### src/rtl/letter_multiset_dominance_filter_top_macros.svh
// assertion helpers used by the top level of the rtl
`ifndef LETTER_MULTISET_DOMINANCE_FILTER_TOP_MACROS_SVH
`define LETTER_MULTISET_DOMINANCE_FILTER_TOP_MACROS_SVH

`ifndef ASSERT_OFF
// pre holds, so post holds in the same cycle
`define LMDF_ASSERT_IMPL(lbl, clk, rst_n, pre, post, msg) \
    lbl: assert property (@(posedge clk) disable iff (!rst_n) (pre) |-> (post)) \
        else $error(msg);
// cond never holds
`define LMDF_ASSERT_NEVER(lbl, clk, rst_n, cond, msg) \
    lbl: assert property (@(posedge clk) disable iff (!rst_n) !(cond)) \
        else $error(msg);
`else
`define LMDF_ASSERT_IMPL(lbl, clk, rst_n, pre, post, msg)
`define LMDF_ASSERT_NEVER(lbl, clk, rst_n, cond, msg)
`endif

`endif

### src/rtl/lmdf_pkg.sv
`default_nettype none
package lmdf_pkg;

    localparam int LETTERS = 26;
    localparam int COUNT_W = 5;
    localparam logic [COUNT_W-1:0] COUNT_MAX = 5'd31;
    localparam logic [7:0] CHAR_A = 8'h61;
    localparam logic [7:0] CHAR_Z = 8'h7a;
    localparam int MIN_LEN_W = 5;
    localparam logic [MIN_LEN_W-1:0] MIN_LEN_RESET = 5'd3;

    typedef logic [LETTERS-1:0][COUNT_W-1:0] tally_t;

    typedef enum logic [2:0] {
        STATUS_STORED  = 3'd0,
        STATUS_COVERED = 3'd1,
        STATUS_INVALID = 3'd2,
        STATUS_LONG    = 3'd3,
        STATUS_SHORT   = 3'd4,
        STATUS_FULL    = 3'd5
    } status_t;

    typedef enum logic [1:0] {
        ST_IDLE,
        ST_SEARCH,
        ST_DONE
    } ctrl_state_t;

    // error flags of the word being tallied
    typedef struct packed {
        logic too_long;
        logic invalid;
    } word_flags_t;

    // search token that walks along the row of cells
    typedef struct packed {
        logic valid;
        logic found;
    } token_t;

endpackage
`default_nettype wire

### src/rtl/lmdf_cell.sv
`default_nettype none
module lmdf_cell
    import lmdf_pkg::*;
#(
    parameter int CELL_IDX = 0,
    parameter int IW = 6,
    parameter int CW = 7
) (
    input  wire logic          aclk,
    input  wire logic          aresetn,
    input  wire token_t        in_tok,
    input  wire logic [IW-1:0] in_idx,
    output token_t             out_tok,
    output logic [IW-1:0]      out_idx,
    input  wire logic [CW-1:0] used,
    input  wire tally_t        word_tally,
    input  wire logic          wr_en,
    input  wire logic [IW-1:0] wr_addr
);

    tally_t entry_reg;
    token_t tok_reg;
    logic [IW-1:0] idx_reg;
    logic covers, hit;

    // entry dominated letter by letter by the word
    always_comb begin
        covers = 1'b1;
        for (int i = 0; i < LETTERS; i++) begin
            if (entry_reg[i] > word_tally[i]) begin
                covers = 1'b0;
            end
        end
    end

    assign hit = in_tok.valid && !in_tok.found && (CW'(CELL_IDX) < used) && covers;

    always_ff @(posedge aclk) begin
        if (!aresetn) begin
            tok_reg <= '0;
        end else begin
            tok_reg.valid <= in_tok.valid;
            tok_reg.found <= in_tok.found || hit;
        end
    end

    always_ff @(posedge aclk) begin
        idx_reg <= hit ? IW'(CELL_IDX) : in_idx;
        if (wr_en && (wr_addr == IW'(CELL_IDX))) begin
            entry_reg <= word_tally;
        end
    end

    assign out_tok = tok_reg;
    assign out_idx = idx_reg;

endmodule
`default_nettype wire

### config.mk
export PLATFORM = sky130hd
export DESIGN_NAME = lmdf_cell
export DESIGN_NICKNAME = d
export VERILOG_FILES = /design/src/rtl/letter_multiset_dominance_filter_top_macros.svh /design/src/rtl/lmdf_pkg.sv /design/src/rtl/lmdf_cell.sv
export SDC_FILE = /design/constraint.sdc
export NUM_CORES = 1
export LEC_CHECK = 0
export ABC_AREA = 1
export BUFFER_PORTS_ARGS = -buffer_cell sky130_fd_sc_hd__buf_4
export CORE_ASPECT_RATIO = 0.7
export CORE_UTILIZATION = 38
export CTS_CLUSTER_DIAMETER = 30
export DETAILED_ROUTE_END_ITERATION = 10
export HOLD_SLACK_MARGIN = 0.1
export RECOVER_POWER = 25
export SLEW_MARGIN = 20
export SYNTH_ARGS = -nofsm -noshare
export SYNTH_HDL_FRONTEND = slang
export SYNTH_SLANG_ARGS = --single-unit
### constraint.sdc
create_clock -name aclk -period 5.4 [get_ports aclk]
set_clock_uncertainty 0.05 [all_clocks]
set_input_delay 0.54 -clock aclk [delete_from_list [all_inputs] [get_ports aclk]]
set_output_delay 0.54 -clock aclk [all_outputs]
set_load 0.05 [all_outputs]
==> flow_summary_export.csv <==
group,metric,value,unit
clock_network,clock_sinks,138,
worst_setup_path,critPathMaxFanout,76,
clock_network,ctsHtreeMaxLevel,4,
synth,synth.most_common_cell,"nand2_1",
power_and_ir_drop,swShare,20.81,%
worst_setup_path,critical_path_required,5410,ps
routing,wirelength,14160,µm
global_routing,grt_pass1_wl,23470,µm
synth,netlist_area,7810,µm²
timing,finalHoldViolCount,0,
routing,drc_errors,0,
timing,drv_slew,0,
finish,multiInputGateArea,2967,µm²
timing,clock.fmax,0.4678,GHz
worst_setup_path,crit_path_max_incr_delay,730,ps
worst_setup_path,crit_path_end_kind,"flip-flop",
synth,synthArstFlopShare,0,%
finish,seq_area,4064,µm²
power_and_ir_drop,power_switching,0.5831,mW
worst_setup_path,worst-r2r-cell-count,12,
finish,diodes,0,
min_path,hold_end,"out_tok[1]$_SDFF_PN0_",
clock_network,cts_hold_buf,0,
clock_network,post_cts_buffers,0,
global_routing,grt_max_degree,77,
synth,netlist_instances,799,
synth,synth_top_area_cell,"edfxtp_1",
synth,netlist_top_cells_count,"nand2_1 (209), inv_1 (208), edfxtp_1 (130), ha_1 (130), nor2_1 (33)",
power_and_ir_drop,p_seq_share,42.2,%
synth,synth_seq_cells,138,
worst_setup_path,reg2reg_from,"entry_reg[94]$_DFFE_PP_",
outcome,status,"finished clean",
worst_setup_path,regToRegEndpoint,"out_idx[0]$_SDFF_PP0_",
clock_network,cts_tree,"built",
finish,area_growth,28.05,%
clock_network,cts_buffers,17,
floorplan,die_w,173.4,µm
placement,port_buffers,161,
power_and_ir_drop,power,2.802,mW
routing,routedWlPerCell,11.21,µm
routing,antenna_left,0,
timing,setup_viol,0,
worst_setup_path,path_cells,"buf_4 > nor4_1 > and3_4 > buf_12",
clock_network,cts.path.max_buffers,2,
finish,largest_reg_flops,130,
floorplan,start_util,39.13,%
timing,period_needed,2138,ps
clock_network,cts_resized,0,
global_routing,track_usage,14.42,%
min_path,hp-start,"in_tok[1]",
timing,setup_tns,0,ps
floorplan,io_pins,162,
synth,synthFlopType,"edfxtp_1",
power_and_ir_drop,leakage,4.998,nW
min_path,min_path_type,"input port to flip-flop",
global_routing,antenna_found_initial,0,
clock_network,worstSkewPairLatency,420,ps
synth,synth_cell_types,18,
routing,drtIter0Drc,203,
floorplan,placementRows,43,
finish,n_fill_cell,1874,
floorplan,die-area,21140,µm²
clock_network,clock-root-buffer,"clkbuf_16",
power_and_ir_drop,peakVddDrop,0.1663,mV
placement,dp_cells,1231,
worst_setup_path,regToRegSetupSlack,3500,ps
power_and_ir_drop,clock_power_share,48.8,%
placement,dp_hpwl,10840,µm
synth,synth_edf_count,130,
worst_setup_path,path_buf_inv,2,
min_path,min_path_cells,3,
power_and_ir_drop,powerDensity,280.2,nW/µm²
finish,stdcell_count,1263,
floorplan,die-height,121.9,µm
synth,yosysWarnings,0,
timing,fin_crit_sh,39.59,%
synth,syn_area_per_cell,9.775,µm²
timing,rsz0062_at_grt,"no",
routing,vias,5253,
finish,drive_gt1_share,19.13,%
routing,drtPass1Iterations,7,
worst_setup_path,slowest_stage,"and3_4",
power_and_ir_drop,p_int,2.219,mW
clock_network,cts.clk_slew.worst_paths,60,ps
floorplan,core_area,19960,µm²
synth,yosys.area.top_type_share,49.98,%
synth,syn-num-nets,1083,
run,max-cap-violations,0,
power_and_ir_drop,combPwrFrac,9.0,%
worst_setup_path,startpoint_type,"input port",
worst_setup_path,path_class,"input port to flip-flop",
placement,place_congestion,0.7421,
global_routing,overflow,0,
finish,nets,1264,
timing,relSlewSlack,48.15,%
synth,yosysSeqAreaShare,52.03,%
worst_setup_path,worst_ep_arrival_time,2150,ps
timing,tightest_slew,777.7,ps
global_routing,grt_pass1_vias,4933,
synth,netlist_top_cells_area,"edfxtp_1 (50%), ha_1 (21%), nand2_1 (10%)",
worst_setup_path,cp_top_family,"simple AND/OR/NAND/NOR gates",
routing,viasPerCell,4.159,
## through the flow
stage,utilization (%),area [µm²],setup WS (ps),hold slack [ps]
CTS,50.42,10060,3238,226.9
detailed placement,47.00,9382,2783,679.0
global placement,47.00,9382,2793,677.3
finish,50.10,10000,3262,256.6
floorplan,-,7810,1001,583.5
global route,50.10,10000,3102,237.5
## worst min-delay path: cells and delay by family
family | cells | cell delay [ps]
simple gates | 1 | 40
buf+inv | 2 | 120
## cells in the final DEF (no fill, tap or decap), types with 20 or more instances in the layout
cell and n:
nor2_1 33, inv_1 208, a21oi_1 29, nand3_1 25, clkbuf_1 20, edfxtp_1 130, buf_4 92, nand2_1 209
ha_1 130, clkbuf_4 52
## power groups by stage
stage / sequential (mW) / clock, mW / combinational [mW]
finish: 1.18 / 1.37 / 0.252
global route: 1.18 / 1.45 / 0.295
CTS: 1.18 / 1.41 / 0.264
detailed placement: 1.20 / 0 / 0.262
global placement: 1.20 / 0 / 0.258
floorplan: 1.22 / 0 / 0.117
## kinds of logic after synthesis
group                      after synthesis  synth area share [%]
adders and majority gates              130                 20.83
buffers and inverters                  209                 10.04
AOI/OAI and AO/OA                       37                 2.467
DFF                                    138                 52.03
and+or+nand+nor                        285                 14.63
## final cells by class
class / instances / share of cell area [%]
flip-flops and latches: 138 / 40.64
multi-input cells: 452 / 29.66
repair buffers: 162 / 11.65
inverters: 209 / 7.844
clock buffers: 20 / 4.366
well taps: 270 / 3.378
clock inverters: 12 / 2.465
## metal layers
| metal | up-vias | wire length (µm) | global-route usage, % | part of all wire [%] |
|---|---|---|---|---|
| met5 | - | 0 | 0 | 0 |
| met4 | 0 | 144 | 4.646 | 1.0 |
| met3 | 10 | 891 | 5.400 | 6.3 |
| met2 | 103 | 5533 | 19.70 | 39 |
| met1 | 2236 | 7587 | 20.74 | 54 |
| li1 | 2904 | - | - | - |
## worst max path at each step
stage / start / end / slack (ps) / cells after the start
CTS: wr_addr[1] / entry_reg[96]$_DFFE_PP_ / 3240 / 4
detailed placement: wr_addr[1] / entry_reg[121]$_DFFE_PP_ / 2780 / 4
global placement: wr_addr[1] / entry_reg[93]$_DFFE_PP_ / 2790 / 4
global route: wr_addr[1] / entry_reg[123]$_DFFE_PP_ / 3100 / 4
finish: wr_addr[1] / entry_reg[124]$_DFFE_PP_ / 3260 / 4
floorplan: wr_addr[1] / entry_reg[0]$_DFFE_PP_ / 1000 / 2
No activity file was read; power rests on OpenSTA's default activity.
