File: src/rtl/letter_multiset_dominance_filter_top_macros.svh
// assertion helpers used by the top level of the rtl
`ifndef LETTER_MULTISET_DOMINANCE_FILTER_TOP_MACROS_SVH
`define LETTER_MULTISET_DOMINANCE_FILTER_TOP_MACROS_SVH

`ifndef ASSERT_OFF
// pre holds, so post holds in the same cycle
`define LMDF_ASSERT_IMPL(lbl, clk, rst_n, pre, post, msg) \
    lbl: assert property (@(posedge clk) disable iff (!rst_n) (pre) |-> (post)) \
        else $error(msg);
// cond never holds
`define LMDF_ASSERT_NEVER(lbl, clk, rst_n, cond, msg) \
    lbl: assert property (@(posedge clk) disable iff (!rst_n) !(cond)) \
        else $error(msg);
`else
`define LMDF_ASSERT_IMPL(lbl, clk, rst_n, pre, post, msg)
`define LMDF_ASSERT_NEVER(lbl, clk, rst_n, cond, msg)
`endif

`endif

File: src/rtl/lmdf_pkg.sv
`default_nettype none
package lmdf_pkg;

    localparam int LETTERS = 26;
    localparam int COUNT_W = 5;
    localparam logic [COUNT_W-1:0] COUNT_MAX = 5'd31;
    localparam logic [7:0] CHAR_A = 8'h61;
    localparam logic [7:0] CHAR_Z = 8'h7a;
    localparam int MIN_LEN_W = 5;
    localparam logic [MIN_LEN_W-1:0] MIN_LEN_RESET = 5'd3;

    typedef logic [LETTERS-1:0][COUNT_W-1:0] tally_t;

    typedef enum logic [2:0] {
        STATUS_STORED  = 3'd0,
        STATUS_COVERED = 3'd1,
        STATUS_INVALID = 3'd2,
        STATUS_LONG    = 3'd3,
        STATUS_SHORT   = 3'd4,
        STATUS_FULL    = 3'd5
    } status_t;

    typedef enum logic [1:0] {
        ST_IDLE,
        ST_SEARCH,
        ST_DONE
    } ctrl_state_t;

    // error flags of the word being tallied
    typedef struct packed {
        logic too_long;
        logic invalid;
    } word_flags_t;

    // search token that walks along the row of cells
    typedef struct packed {
        logic valid;
        logic found;
    } token_t;

endpackage
`default_nettype wire

File: src/rtl/lmdf_tally.sv
`default_nettype none
module lmdf_tally
    import lmdf_pkg::*;
#(
    parameter int MAX_WORD_LEN = 31,
    parameter int LW = 5
) (
    input  wire logic          aclk,
    input  wire logic          aresetn,
    input  wire logic [7:0]    char_code,
    input  wire logic          take,
    input  wire logic          clear,
    output tally_t             tally_q,
    output logic [LW-1:0]      len_next,
    output word_flags_t        flags_next
);

    tally_t      tally_reg, tally_next;
    logic [LW-1:0] len_reg;
    word_flags_t flags_reg;
    logic        is_letter;

    assign is_letter = (char_code >= CHAR_A) && (char_code <= CHAR_Z);

    always_comb begin
        tally_next = tally_reg;
        flags_next = flags_reg;
        len_next   = len_reg;
        if (len_reg >= LW'(MAX_WORD_LEN)) begin
            flags_next.too_long = 1'b1;
        end else begin
            len_next = len_reg + LW'(1);
        end
        if (!is_letter) begin
            flags_next.invalid = 1'b1;
        end
        for (int i = 0; i < LETTERS; i++) begin
            if (is_letter && (char_code == CHAR_A + 8'(i))) begin
                if (tally_reg[i] == COUNT_MAX) begin
                    flags_next.too_long = 1'b1;
                end else begin
                    tally_next[i] = tally_reg[i] + COUNT_W'(1);
                end
            end
        end
    end

    always_ff @(posedge aclk) begin
        if (!aresetn || clear) begin
            tally_reg <= '0;
            len_reg   <= '0;
            flags_reg <= '0;
        end else if (take) begin
            tally_reg <= tally_next;
            len_reg   <= len_next;
            flags_reg <= flags_next;
        end
    end

    assign tally_q = tally_reg;

endmodule
`default_nettype wire

File: config.mk
export PLATFORM = sky130hd
export DESIGN_NAME = lmdf_tally
export DESIGN_NICKNAME = d
export VERILOG_FILES = /design/src/rtl/letter_multiset_dominance_filter_top_macros.svh /design/src/rtl/lmdf_pkg.sv /design/src/rtl/lmdf_tally.sv
export SDC_FILE = /design/constraint.sdc
export NUM_CORES = 1
export LEC_CHECK = 0
export BUFFER_PORTS_ARGS = -buffer_cell sky130_fd_sc_hd__clkbuf_2
export CAP_MARGIN = 5
export CORE_ASPECT_RATIO = 0.7
export CORE_MARGIN = 2
export CORE_UTILIZATION = 59
export DETAILED_ROUTE_END_ITERATION = 8
export PLACE_DENSITY = 0.86
export SYNTH_ARGS = -nofsm -noshare
export SYNTH_HDL_FRONTEND = slang
export SYNTH_SLANG_ARGS = --single-unit
File: constraint.sdc
create_clock -name aclk -period 6.27 [get_ports aclk]
set_input_delay 0.9405 -clock aclk [delete_from_list [all_inputs] [get_ports aclk]]
set_output_delay 0.9405 -clock aclk [all_outputs]
set_load 0.02 [all_outputs]
==> impl_results.md, run 1 <==
* Number of gates resized after cts at 0
* Die width at 131 um
* PD cells at between 200 and 250 mW/mm^2
* Setup violations, final at 0
* Synth area leaders: dfxtp_1 (41%), ha_1 (10%), mux2i_1 (9.0%)
* I/O pin total at 149
* # H-tree levels at 4
* Worst Hold Class: reg -> reg
* Async SR Flop Fraction at 0%
* Fillers at between 700 and 800
* Hold wc startpoint: flags_reg[0]
* Largest net degree at the start of global routing at 76
* Maxcap violations at 0
* Detail Route Antenna Nets at 0
* Sequential share of the synthesized area at 41.0%
* Reg-to-Reg Start: tally_q[15]
* Syn Std Cell Area at 0.00669 mm^2
* Required @ worst endpoint at 5.33 ns
* Hold Vio Cnt, Final at 0
* Total congestion overflow at 0
* Crit Path Category: in -> out
* Synth cell count leaders: nor2_1 (142), dfxtp_1 (137), mux2i_1 (60), xor2_1 (56), ha_1 (54)
* Pre-Repair DR Iteration Count at 5
* Ant diodes at 0
* WHS Endpoint: flags_reg[0]
* Warnings from Yosys at 0
* Post-Synthesis Cells at 677
* CTS Buf Count at 17
* Die area at 0.0122 mm^2
* Final worst path period share at between 60% and 70%
* Net count, final at 885
* Psw at 420 uW
* Placed Area at 0.00752 mm^2
* Register bit count reported by yosys at 137
* Wire per inst at 16.2 um
* Synth top area share at 41.0%
* Post-Route WL at 15.9 mm
* Total negative slack at 0 ns
* Cell Rows at 32
* Yosys top cell by area: dfxtp_1
* R2r setup slk at 3.84 ns
* Setup crit start kind: primary input
* Crit-path max FO at 16
* Drt via density at 5.52
* CTS max path bufs at 2
* Worst R2R Path Depth at 9
* Sink Count at approximately 140
* Tightest Pin Transition at roughly 1.1 ns
* TritonCTS clock tree: done
* Clk_skew at 0.00904 ns
* Initial Util at approximately three fifths
* Hold_buf cts at 0
* Ys flop type: dfxtp_1
* Logic pwr share at 2.7%
* Worst path arrival time at 2.88 ns
* Slowest cell on the critical path: nand2b_1
* Clock latency on the worst-skew pair at 0.42 ns
* Crit-path cells: clkbuf_2 > nand2b_1 > o22ai_1 > a21oi_1 > a21oi_1 > o21ai_0 > nand2_1 > clkbuf_2
* Min-Delay Path Depth at 2
* Overall routing resource usage at 26.2%
* Residual DRC at 0
* Reg-to-Reg End: flags_reg[1]
* DRT iter0 DRCs at roughly 370
* Max reg flops at 130
* Net Count, Synth at 743
* Most common cell in the netlist: nor2_1
* Clk root buf: clkbuf_16
* Number of flops mapped to enable cells by yosys at 0
* Avg Cell Area, Syn at approximately 10 um^2
* Area Growth Syn to Fin at 22.3%
* Largest stage delay on the critical path at 0.71 ns
* RSZ-0062 raised after global routing: no
* Share of cells above drive strength 1 at approximately 26%
* Relative slew margins at 26.9%
* Sw Ratio at 20.6%
* Placer Congestion at 0.892
* Design Area, Final at between 0.008 and 0.009 mm^2
* Status: finished clean
* Synth cell types at 45
* Via count at 5439
* Critical Path End Type: output port
* Fmax at roughly 0.26 GHz
* Static Leak at 3.52 nW
* I/O Buffers at 148
* Core area at 0.0111 mm^2
* Die span in y at 93.1 um
* Fin. max-slew vios at 0
* Reg clk slew, reported paths at 0.05 ns
* Seq pwr share at 42.8%
* Internal power at around 1.6 mW
* Final HPWL DP at between 10 and 15 mm
* Fin crit period at 3.82 ns
* Worst VDD drop at 0.244 mV
* Clk pwr share at a little over half
* Post-CTS Setup Bufs at 0
* Vias in the first global route at 5208
* First-pass GRT wire length at ~26 mm
* Initial antenna violation count at 0
==> layer usage <==
layer	global-route usage [%]	up-vias	share of wire (%)
met1	33.7	2624	45
li1	-	2622	-
met3	7.26	24	6.6
met4	8.70	0	1.7
met2	43.2	169	46
met5	0	-	0
==> worst max path at each step <==
stage                      start  cells after the start       endpoint
finish              char_code[1]                      8  flags_next[1]
global route        char_code[1]                      8  flags_next[1]
detailed placement  char_code[0]                      8  flags_next[1]
CTS                  tally_q[15]                     10  flags_next[1]
global placement    char_code[0]                      8  flags_next[1]
floorplan           char_code[4]                      6  flags_next[1]
==> cell families after synthesis <==
| logic type | count (synthesis) | synth area share, % |
|---|---|---|
| simple gates | 288 | 24.4 |
| mux | 63 | 9.48 |
| fa+ha+maj | 54 | 10.1 |
| flops | 137 | 41.0 |
| xor+xnor | 84 | 11.0 |
| compound gates | 20 | 2.02 |
| buf+inv | 31 | 2.02 |
==> cell type report <==
| type | count | area, um^2 | area share, % |
|---|---|---|---|
| multi-input combinational | 509 | 3820 | 46.7 |
| sequential | 137 | 2740 | 33.5 |
| timing repair buffer | 149 | 748 | 9.14 |
| clock buffer | 21 | 470 | 5.75 |
| clock inverter | 11 | 193 | 2.35 |
| tap | 153 | 191 | 2.34 |
| inverter | 5 | 18.8 | 0.229 |
==> layout by cell type (no fill, tap or decap), drive strengths merged, types with 3 or more instances in the layout <==
cell / count
a21oi: 6
a31oi: 4
and3: 28
bufinv: 5
clkbuf: 169
clkinv: 4
dfxtp: 137
ha: 54
inv: 5
mux2: 3
mux2i: 60
nand2: 37
nand2b: 6
nand3: 4
nand3b: 3
nand4: 27
nor2: 142
nor3: 15
nor3b: 3
nor4: 13
xnor2: 28
xor2: 56
==> power groups by stage <==
stage / registers (mW) / logic [mW] / clock network [mW]
floorplan: 0.892 / 0.0421 / 0
global route: 0.872 / 0.0595 / 1.16
detailed placement: 0.892 / 0.0544 / 0
CTS: 0.873 / 0.0549 / 1.12
finish: 0.873 / 0.0554 / 1.11
global placement: 0.892 / 0.0527 / 0
==> worst max-delay path: cells and delay by family <==
kind | cells | cell delay [ns]
buffers and inverters | 2 | 0.46
and+or+nand+nor | 2 | 0.79
AOI/OAI and AO/OA | 4 | 0.67
==> metrics by stage <==
step / setup WS, ns / instances / utilization [%] / power (mW) / hold WS, ns
2_1_floorplan: 2.96 / 677 / - / 0.934 / 0.420
3_3_place_gp: 2.57 / 953 / 68.1 / 0.944 / 0.434
3_5_place_dp: 2.53 / 953 / 68.1 / 0.946 / 0.454
4_1_cts: 2.50 / 985 / 74.1 / 2.05 / 0.463
5_1_grt: 2.33 / 985 / 74.1 / 2.09 / 0.506
6_report: 2.45 / 985 / 74.1 / 2.04 / 0.461
No activity file was read; power rests on OpenSTA's default activity.
==> inputs of run 2 (changes only) <==
--- a/config.mk
+++ b/config.mk
@@ -9,9 +9,9 @@
 export CAP_MARGIN = 5
 export CORE_ASPECT_RATIO = 0.7
 export CORE_MARGIN = 2
-export CORE_UTILIZATION = 59
+export CORE_UTILIZATION = 49
 export DETAILED_ROUTE_END_ITERATION = 8
-export PLACE_DENSITY = 0.86
+export PLACE_DENSITY = 0.76
 export SYNTH_ARGS = -nofsm -noshare
 export SYNTH_HDL_FRONTEND = slang
 export SYNTH_SLANG_ARGS = --single-unit
==> constraint.sdc (replaced) <==
create_clock -name aclk -period 3.1 [get_ports aclk]
set_input_delay 0.465 -clock aclk [delete_from_list [all_inputs] [get_ports aclk]]
set_output_delay 0.465 -clock aclk [all_outputs]
set_load 0.02 [all_outputs]
==> impl_results.md, run 2 (synthesis gave the netlist of run 1 again) <==
* Hold wc startpoint: flags_reg[0] (unchanged)
* Worst path arrival time at 2.59 ns (was 2.88 ns)
* Placer Congestion at 0.840 (was 0.892)
* Area Growth Syn to Fin at 25.7% (was 22.3%)
* Status: finished clean (unchanged)
* TritonCTS clock tree: done (unchanged)
* Sink Count at 137 (unchanged)
* Die span in y at 102 um (was 93.1 um)
* Clk_skew at 0.00785 ns (was 0.00904 ns)
* Grt met1 use at 28.6% (was 33.7%)
* Fmax at about 0.33 GHz
* Design Area, Final at 0.00841 mm^2 (was 0.00818 mm^2)
* Drt via density at 5.05 (was 5.52)
* Delay-heaviest family, CP: simple AND/OR/NAND/NOR gates (unchanged)
* Net count, final at 902 (was 885)
* Register area at 0.00276 mm^2 (was 0.00274 mm^2)
* Placed Area at 0.00764 mm^2 (was 0.00752 mm^2)
* Initial antenna violation count at 1 (was 0)
* Place WS at 0.287 ns (was 2.53 ns)
* Total congestion overflow at 0 (unchanged)
* Setup WS post-layout at 0.0406 ns (was 2.45 ns)
* Maxcap violations at 0 (unchanged)
* Slowest cell on the critical path: or3b_1 (was nand2b_1)
* Largest stage delay on the critical path at 0.37 ns (was 0.71 ns)
* Clk root buf: clkbuf_16 (unchanged)
* Largest net degree at the start of global routing at 77 (was 76)
* Global Route met2 Usage at 30.1% (was 43.2%)
* Via count at 5228 (was 5439)
* Footprint of the multi-input gates at 0.00389 mm^2 (was 0.00382 mm^2)
* Vias in the first global route at 4753 (was 5208)
* Worst setup path start: tally_q[16] (was char_code[1])
* Hold_buf cts at 0 (unchanged)
* RSZ-0062 raised after global routing: yes (was no)
* Most common cell after layout, fill and taps aside: clkbuf_2 (unchanged)
* Worst VDD drop at 0.360 mV (was 0.244 mV)
* CTS Buf Count at 17 (unchanged)
* Wire per inst at 14.4 um (was 16.2 um)
* Die width at 144 um (was 131 um)
* Fillers at 1146 (was 793)
* Worst Hold Class: reg -> reg (unchanged)
* Residual DRC at 0 (unchanged)
* Fin crit period at roughly 3.1 ns
* # H-tree levels at 4 (unchanged)
* Final worst path period share at between 90 and 100%
* Core area at 0.0132 mm^2 (was 0.0111 mm^2)
* Fin. max-slew vios at 0 (unchanged)
* I/O pin total at 149 (unchanged)
* Setup crit start kind: flip-flop (was primary input)
* Commonest cells after routing, fill and taps aside: clkbuf_2 (147), nor2_1 (142), dfxtp_1 (130) (was clkbuf_2 (148), nor2_1 (142), dfxtp_1 (137))
* Share of cells above drive strength 1 at 29.6% (was 25.8%)
* I/O Buffers at 148 (unchanged)
* Overall routing resource usage at 20.7% (was 26.2%)
* Clock latency on the worst-skew pair at 0.42 ns (about the same)
* CP Buf/Inv Count at 1 (was 2)
* Met3 usage at 8.04% (was 7.26%)
* Static Leak at 3.56 nW (was 3.52 nW)
* Cell Rows at 35 (was 32)
* PD cells at 474 mW/mm^2 (was 249 mW/mm^2)
* Crit-path cells: ha_4 > and3_4 > ha_4 > mux2_4 > a21oi_2 > nor4bb_1 > or3b_1 > a211oi_2 > nand2_1 > clkbuf_8 (was clkbuf_2 > nand2b_1 > o22ai_1 > a21oi_1 > a21oi_1 > o21ai_0 > nand2_1 > clkbuf_2)
* CTS max path bufs at 2 (unchanged)
* Tightest Pin Transition at 0.868 ns (was 1.09 ns)
* Critical Path End Type: output port (unchanged)
* Hold Vio Cnt, Final at 0 (unchanged)
* Initial Util at 50.6% (was 60.5%)
* Relative slew margins at 42.1% (was 26.9%)
* Post-Route WL at 14.9 mm (was 15.9 mm)
* Crit Path Category: reg -> out (was in -> out)
* Pre-Repair DR Iteration Count at 4 (was 5)
* Crit-path max FO at 4 (was 16)
* GR peak layer: met2 (unchanged)
* Setup violations, final at 0 (unchanged)
* Reg clk slew, reported paths at 0.05 ns (about the same)
* Die area at 0.0146 mm^2 (was 0.0122 mm^2)
* First-pass GRT wire length at 23.7 mm (was 25.6 mm)
* Max reg flops at 130 (unchanged)
* Final HPWL DP at 11.0 mm (was 11.4 mm)
* DRT iter0 DRCs at 267 (was 374)
* Detail Route Antenna Nets at 0 (unchanged)
* Reg-to-Reg Start: tally_q[16] (was tally_q[15])
* Critical Path Most Common Cell: ha_4
* Required @ worst endpoint at 2.63 ns (was 5.33 ns)
run 2: path summary, 6_finish.rpt:
kind / to / slack, ns / cells after the start
hold reg to reg: flags_reg[0] / 0.45 / 2
setup / recovery: flags_next[1] / 0.04 / 10
hold / removal: flags_reg[0] / 0.45 / 2
setup reg to reg: flags_reg[1] / 0.90 / 9
run 2: layout make-up:
cell class / count / share of cell area (%)
Tap cell: 185 / 2.75
Clock inverter: 13 / 1.99
Inverter: 5 / 0.223
Timing Repair Buffer: 166 / 10.5
Sequential cell: 137 / 32.8
Multi-Input combinational cell: 509 / 46.3
Clock buffer: 19 / 5.39
Antenna cell: 1 / 0.0298
run 2: per-layer routing:
layer	vias up	routed length [um]
met3	15	1160
met5	-	0
met2	131	6300
met4	0	184
li1	2662	-
met1	2420	7300
run 2: what timing repair did:
| action | in CTS | in global routing |
|---|---|---|
| setup buffers | 2 | 5 |
| hold endpoints to repair | 0 | 0 |
| cloned | 0 | 0 |
| pin swaps | 3 | 5 |
| endpoints found under the setup margin | 1 | 1 |
| resized for setup | 9 | 18 |
run 2: metrics by stage:
| step | hold slack, ns | TNS (ns) | instances | total power, mW | utilization [%] |
|---|---|---|---|---|---|
| floorplan | 0.420 | 0 | 677 | 1.89 | - |
| global placement | 0.434 | 0 | 995 | 1.92 | 57.7 |
| detailed placement | 0.442 | 0 | 995 | 1.92 | 57.7 |
| CTS | 0.451 | 0 | 1029 | 4.02 | 62.7 |
| global route | 0.489 | -0.0787 | 1034 | 4.11 | 63.5 |
| finish | 0.448 | 0 | 1035 | 3.99 | 63.6 |
run 2: worst reg2reg max path, cell delays in order, from the launching register on:
cell and delay, ns:
dfxtp_4 0.36, ha_4 0.16, and3_4 0.18, ha_4 0.15
mux2_4 0.27, a21oi_2 0.14, nor4bb_1 0.07, or3b_1 0.37
a211oi_2 0.23, a311oi_1 0.12
run 2: power breakdown:
part	switching (mW)	internal, mW	total, mW
clock network	0.786	1.31	2.10
registers	0.00199	1.76	1.76
logic	0.0887	0.0337	0.122
